===== src/kat_pkg.sv =====
`timescale 1ns / 1ps

package kat_pkg;

    localparam int BUCKETS_DEF = 256;
    localparam int WAYS_DEF    = 4;

    localparam int OP_W  = 2;
    localparam int KEY_W = 32;
    localparam int VAL_W = 32;
    localparam int CNT_W = 11;
    localparam int SUM_W = 48;
    localparam int ALU_W = 50;

    localparam logic [OP_W-1:0] OP_SET = 2'd0;
    localparam logic [OP_W-1:0] OP_ACC = 2'd1;

    localparam logic signed [ALU_W-1:0] V32_MAX = {{(ALU_W-VAL_W+1){1'b0}}, {(VAL_W-1){1'b1}}};
    localparam logic signed [ALU_W-1:0] V32_MIN = {{(ALU_W-VAL_W+1){1'b1}}, {(VAL_W-1){1'b0}}};
    localparam logic signed [ALU_W-1:0] V48_MAX = {{(ALU_W-SUM_W+1){1'b0}}, {(SUM_W-1){1'b1}}};
    localparam logic signed [ALU_W-1:0] V48_MIN = {{(ALU_W-SUM_W+1){1'b1}}, {(SUM_W-1){1'b0}}};

    typedef enum logic [1:0] {
        SAT_NONE,
        SAT_32,
        SAT_48
    } alu_mode_t;

    typedef struct packed {
        logic             valid;
        logic [KEY_W-1:0] key;
        logic [VAL_W-1:0] value;
    } slot_t;

    typedef enum logic [3:0] {
        ST_CLEAR,
        ST_IDLE,
        ST_MOD,
        ST_REM,
        ST_READ,
        ST_LOOK,
        ST_NEWV,
        ST_DELTA,
        ST_SUM,
        ST_FINISH
    } state_t;

endpackage


===== src/kat_alu.sv =====
`timescale 1ns / 1ps

// Shared adder with optional saturation to 32 or 48 bits.
module kat_alu import kat_pkg::*;
(
    input  logic signed [ALU_W-1:0] a,
    input  logic signed [ALU_W-1:0] b,
    input  alu_mode_t               mode,
    output logic signed [ALU_W-1:0] res
);

    logic signed [ALU_W-1:0] raw;

    assign raw = a + b;

    always_comb
    begin
        case (mode)
            SAT_32:
            begin
                if (raw > V32_MAX)
                    res = V32_MAX;
                else if (raw < V32_MIN)
                    res = V32_MIN;
                else
                    res = raw;
            end
            SAT_48:
            begin
                if (raw > V48_MAX)
                    res = V48_MAX;
                else if (raw < V48_MIN)
                    res = V48_MIN;
                else
                    res = raw;
            end
            default:
                res = raw;
        endcase
    end

endmodule


===== config.mk =====
export PLATFORM = sky130hd
export DESIGN_NAME = kat_alu
export DESIGN_NICKNAME = d
export VERILOG_FILES = /design/src/kat_pkg.sv /design/src/kat_alu.sv
export SDC_FILE = /design/constraint.sdc
export NUM_CORES = 1
export LEC_CHECK = 0
export BUFFER_PORTS_ARGS = -buffer_cell sky130_fd_sc_hd__buf_2
export CORE_ASPECT_RATIO = 1.25
export CORE_MARGIN = 5
export CORE_UTILIZATION = 30
export DETAILED_ROUTE_END_ITERATION = 10
export GPL_TIMING_DRIVEN = 0
export PLACE_DENSITY = 0.58
export SYNTH_ARGS = -nofsm -noshare
export SYNTH_HDL_FRONTEND = slang
export SYNTH_SLANG_ARGS = --single-unit
export TNS_END_PERCENT = 10

===== constraint.sdc =====
create_clock -name vclk -period 4.6
set_input_delay 0 -clock vclk [all_inputs]
set_output_delay 0 -clock vclk [all_outputs]
set_load 0.005 [all_outputs]

# Word-level counts from Yosys, hierarchy flattened

Index checks and enable logic that the tools add are counted.

Register bits after elaboration: 0
Input bits: 102
Logic and storage cells: 12

$add $sub $neg: 1
Order comparisons: 4
Eq/ne operators: 2
Muxes and demuxes: 5

Operator list:

| cell                   | count |
|---|---|
| $mux W50               | 4 |
| $pmux W50 S2           | 1 |
| $add A50 B50 Y50       | 1 |
| $gt A50 B32 Y1 const B | 1 |
| $gt A50 B48 Y1 const B | 1 |
| $lt A50 B32 Y1 const B | 1 |
| $lt A50 B48 Y1 const B | 1 |
| $eq A2 B1 Y1 const B   | 1 |
| $eq A2 B2 Y1 const B   | 1 |

# Depth between registers and ports, before layout

Depth after elaboration: 5
Depth in mapped cells: 20
Depth with buffers taken out: 19

# Least setup slack after synthesis

OpenSTA, ideal clock, no wires.

Path type: input -> output
Start: input port a[0]
End: output port res[12]
Arrival: 3,709 ps
Data required time: 4,600 ps
Slack: 891 ps
Stages on the path: 17
Buffers on the path: 1
Cells stage by stage: ha_1 -> fa_1 -> a211oi_2 -> o21ai_1 -> a211oi_2 -> a211oi_2 -> o31a_1 -> nor2_1 -> xor2_1 -> or4_1 -> nor3_1 -> nand4b_1 -> ha_1 -> inv_1 -> a21oi_1 -> clkbuf_1 -> o211ai_2

Cells in the longest elaborated chain, start to end: 5
Elaborated cells on any way between the ends: 10
Those cells by class: 1 x add/sub; 4 x order compare; 5 x mux

RTL lines:

| element                                                 | line                         | RTL |
|---|---|---|
| start: declaration                                      | kat_alu.sv:6                 | `input logic signed [ALU_W-1:0] a,` |
| $add A50 B50 Y50 *                                      | kat_alu.sv:14                | `assign raw = a + b;` |
| $lt A50 B48 Y1 / $lt A50 B32 Y1 (equally long branches) | kat_alu.sv:32, kat_alu.sv:23 |  |
| $mux W50, on equally long branches                      | kat_alu.sv:32, kat_alu.sv:23 |  |
| $mux W50, on equally long branches                      | kat_alu.sv:30, kat_alu.sv:21 |  |
| $pmux W50 S2 *                                          | kat_alu.sv:18                | `case (mode)` |
| end: declaration                                        | kat_alu.sv:9                 | `output logic signed [ALU_W-1:0] res` |

Every way passes the cells marked *; elsewhere a longest branch is shown, timed or not.

# Worst setup path after layout

Start: input port a[0]
End: output port res[43]

Same word-level chain as after synthesis.

==> impl_metrics.toml <==
[detailed_routing]
drc_errors = 0
drt-total-wl_mm = 16.9
vias = 5537
top_layer_used = "met4"
firstDrtPassIters = 5
antenna_left = 0
drt_iter0_markers = 312
wl_met2_mm = 7.94
vias_per_cell = 5.42
met1_length_mm = 7.29
wl_per_cell_um = 16.5
routed-wl-met3_um = 989

[hold_path]
whs_path_depth = 5
holdPathEnd = "res[0]"
min_from = "b[0]"
worstHoldPathType = "in -> out"

[floorplanning]
fp.dieArea_um2 = 18000
row_count = 50
start_util_pct = 30.7
die_y_um = 149
io_pins = 152
die_w_um = 121
core_um2 = 15100

[synth]
synth_fp_nets = 814
yosys.area_share.simple_pct = 24.0
ys_types = 89
syn_avg_cell_area_um2 = 7.04
netlist_instances = 658
yosysSeqAreaShare_pct = 0
synth_top_family_by_area = "compound AO/OA/AOI/OAI gates"
synthMuxAreaShare_pct = 0.702
synth_xor_area_share_pct = 8.48
synth_compound_area_share_pct = 44.2
yosys_warnings = 0
synth.cell_area_um2 = 4630
synthAdderAreaFrac_pct = 14.7

[finish]
antenna-diode-count = 0
final_common_cell = "buf_2"
drive_above_1_share_pct = 33.7
num-nets-final = 972
seq_cell_count = 0
synthToLayoutAreaGrowth_pct = 24.1
post_layout_nonfiller_instances = 1022
final_cell_mix = "169 x buf_2, 74 x nor2_1, 66 x nand2_1, 64 x a21oi_1, 55 x o21ai_0"
n_clock_buffer = 0
register_area_um2 = 0
utilization_pct = 38.1
nFillCells = 1654

[critical_path]
cp_common_cell = "a211oi_2"
cp.buffers_inverters = 4
path_max_fanout = 9
critical_path_class = "in -> out"
cpPeakStageDelay_ps = 450
path_cells = "buf_2 > ha_1 > fa_1 > a211oi_2 > o21ai_1 > a211oi_2 > buf_4 > a211oi_2 > o31a_1 > nor2_1 > xor2_1 > or4_1 > nor3_1 > nand4b_1 > ha_4 > inv_1 > nor2_1 > a32oi_4 > o21ai_0 > buf_2"
cpMaxStageDelayCell = "fa_1"
arrival_ps = 4430
cp_top_family = "compound AO/OA/AOI/OAI gates"
critPathCaptureType = "primary output"
worst_setup_path_start_kind = "primary input"
required_ps = 4600

[global_routing]
grt_first_pass_wirelength_mm = 26.8
grt_usage_pct = 17.6
overflow = 0
grt_max_degree = 11
antenna_found_initial = 0
grt_pass1_vias = 5466

[timing]
hold_viol_final = 0
setup_violations = 0
fin_crit_ps = 4430
finalCritPeriodShare_pct = 96.4
rsz0062_at_grt = "false"
relSlewSlack_pct = 54.9
slew_viol_final = 0
timing.fmax_mhz = 226
tightestPinTransition_ps = 670

[power]
power_leakage_nw = 2.51
pwr_density_cell_nw_per_um2 = 196
power_frac_comb_pct = 100.0
internal-power_mw = 0.454
p_seq_share_pct = 0
peakVddDrop_mv = 0.0698
p_clk_share_pct = 0
power.switching_mw = 0.670
swShare_pct = 59.6
totalPowerFinal_mw = 1.12

[flow_run]
maxCapViolations = 0

[placed_design]
numPortBuffers = 152
dp.cells = 1018
dp_hpwl_mm = 14.5
routabilityCongestion = 0.893

[clock_tree]
ctsHoldBuffers = 0

[outcome]
status = "complete, no violations"
## cell usage after synthesis, drive strengths merged, types with 3 or more instances
cell     n  area (um^2)
a21oi   80          468
nor2    74          278
o21ai   73          377
nand2   68          260
ha      53          663
o211ai  34          395
buf     28          228
xnor2   25          226
nand4   23          150
xor2    19          166
clkbuf  16         81.3
a21o    15          113
inv     14         52.6
nand3   14         70.1
nor3    14         70.1
o21a    12         92.6
a211oi   8         97.6
a31oi    7         43.8
a221oi   6         82.6
or3      6         47.5
nor2b    5         31.3
nor4     5         46.3
nand4b   4         41.3
and2     3         20.0
o221ai   3         38.8
o41ai    3         33.8
## area by class of cell
type / count / area (um^2) / share of cell area, %
Tap cell: 208 / 260 / 4.53
Timing Repair Buffer: 156 / 791 / 13.8
Inverter: 14 / 52.6 / 0.914
Buffer: 44 / 312 / 5.42
Multi-Input combinational cell: 600 / 4330 / 75.4
## worst max-delay path by stage
| stage | from | end | slack [ps] | cells past startpoint |
|---|---|---|---|---|
| 2_1_floorplan | a[0] | res[12] | 890 | 17 |
| 3_3_place_gp | a[23] | res[22] | -160 | 19 |
| 3_5_place_dp | a[23] | res[22] | -170 | 19 |
| 4_1_cts | a[23] | res[22] | 50 | 19 |
| 5_1_grt | a[0] | res[43] | 10 | 19 |
| 6_report | a[0] | res[43] | 170 | 20 |
## per-layer routing
| layer | GRT usage (%) | up-vias |
|---|---|---|
| met4 | 6.00 | 0 |
| met3 | 1.21 | 34 |
| met2 | 31.2 | 204 |
| met1 | 22.6 | 2488 |
| li1 | - | 2811 |
| met5 | 0 | - |
## logic make-up after synthesis
kind of cell	after synthesis
simple gates	228
compound gates	271
fa+ha+maj	54
mux	3
xor+xnor	44
buf+inv	58
## what timing repair did
action,4_1_cts,5_1_grt
endpoints found under the hold margin,0,0
gates resized for setup,2,9
setup endpoints to repair,20,48
buffers inserted,0,4
pin swaps,0,4
## stage by stage
stage | hold WS (ps) | worst slack [ps] | instance area [um^2] | setup TNS [ps]
after floorplan | 212 | 891 | 4630 | 0
after global placement | 411 | -159 | 5650 | -2280
after detailed placement | 405 | -167 | 5650 | -2520
after CTS | 405 | 47.7 | 5660 | 0
after global routing | 446 | 14.6 | 5750 | 0
final | 397 | 168 | 5750 | 0
## power groups by stage
stage	Sequential, mW	Clock (mW)	Combinational (mW)
final	0	0	1.12
after global routing	0	0	1.24
after CTS	0	0	1.10
after detailed placement	0	0	1.09
after global placement	0	0	1.10
after floorplan	0	0	0.742
No activity file was read; power rests on OpenSTA's default activity.
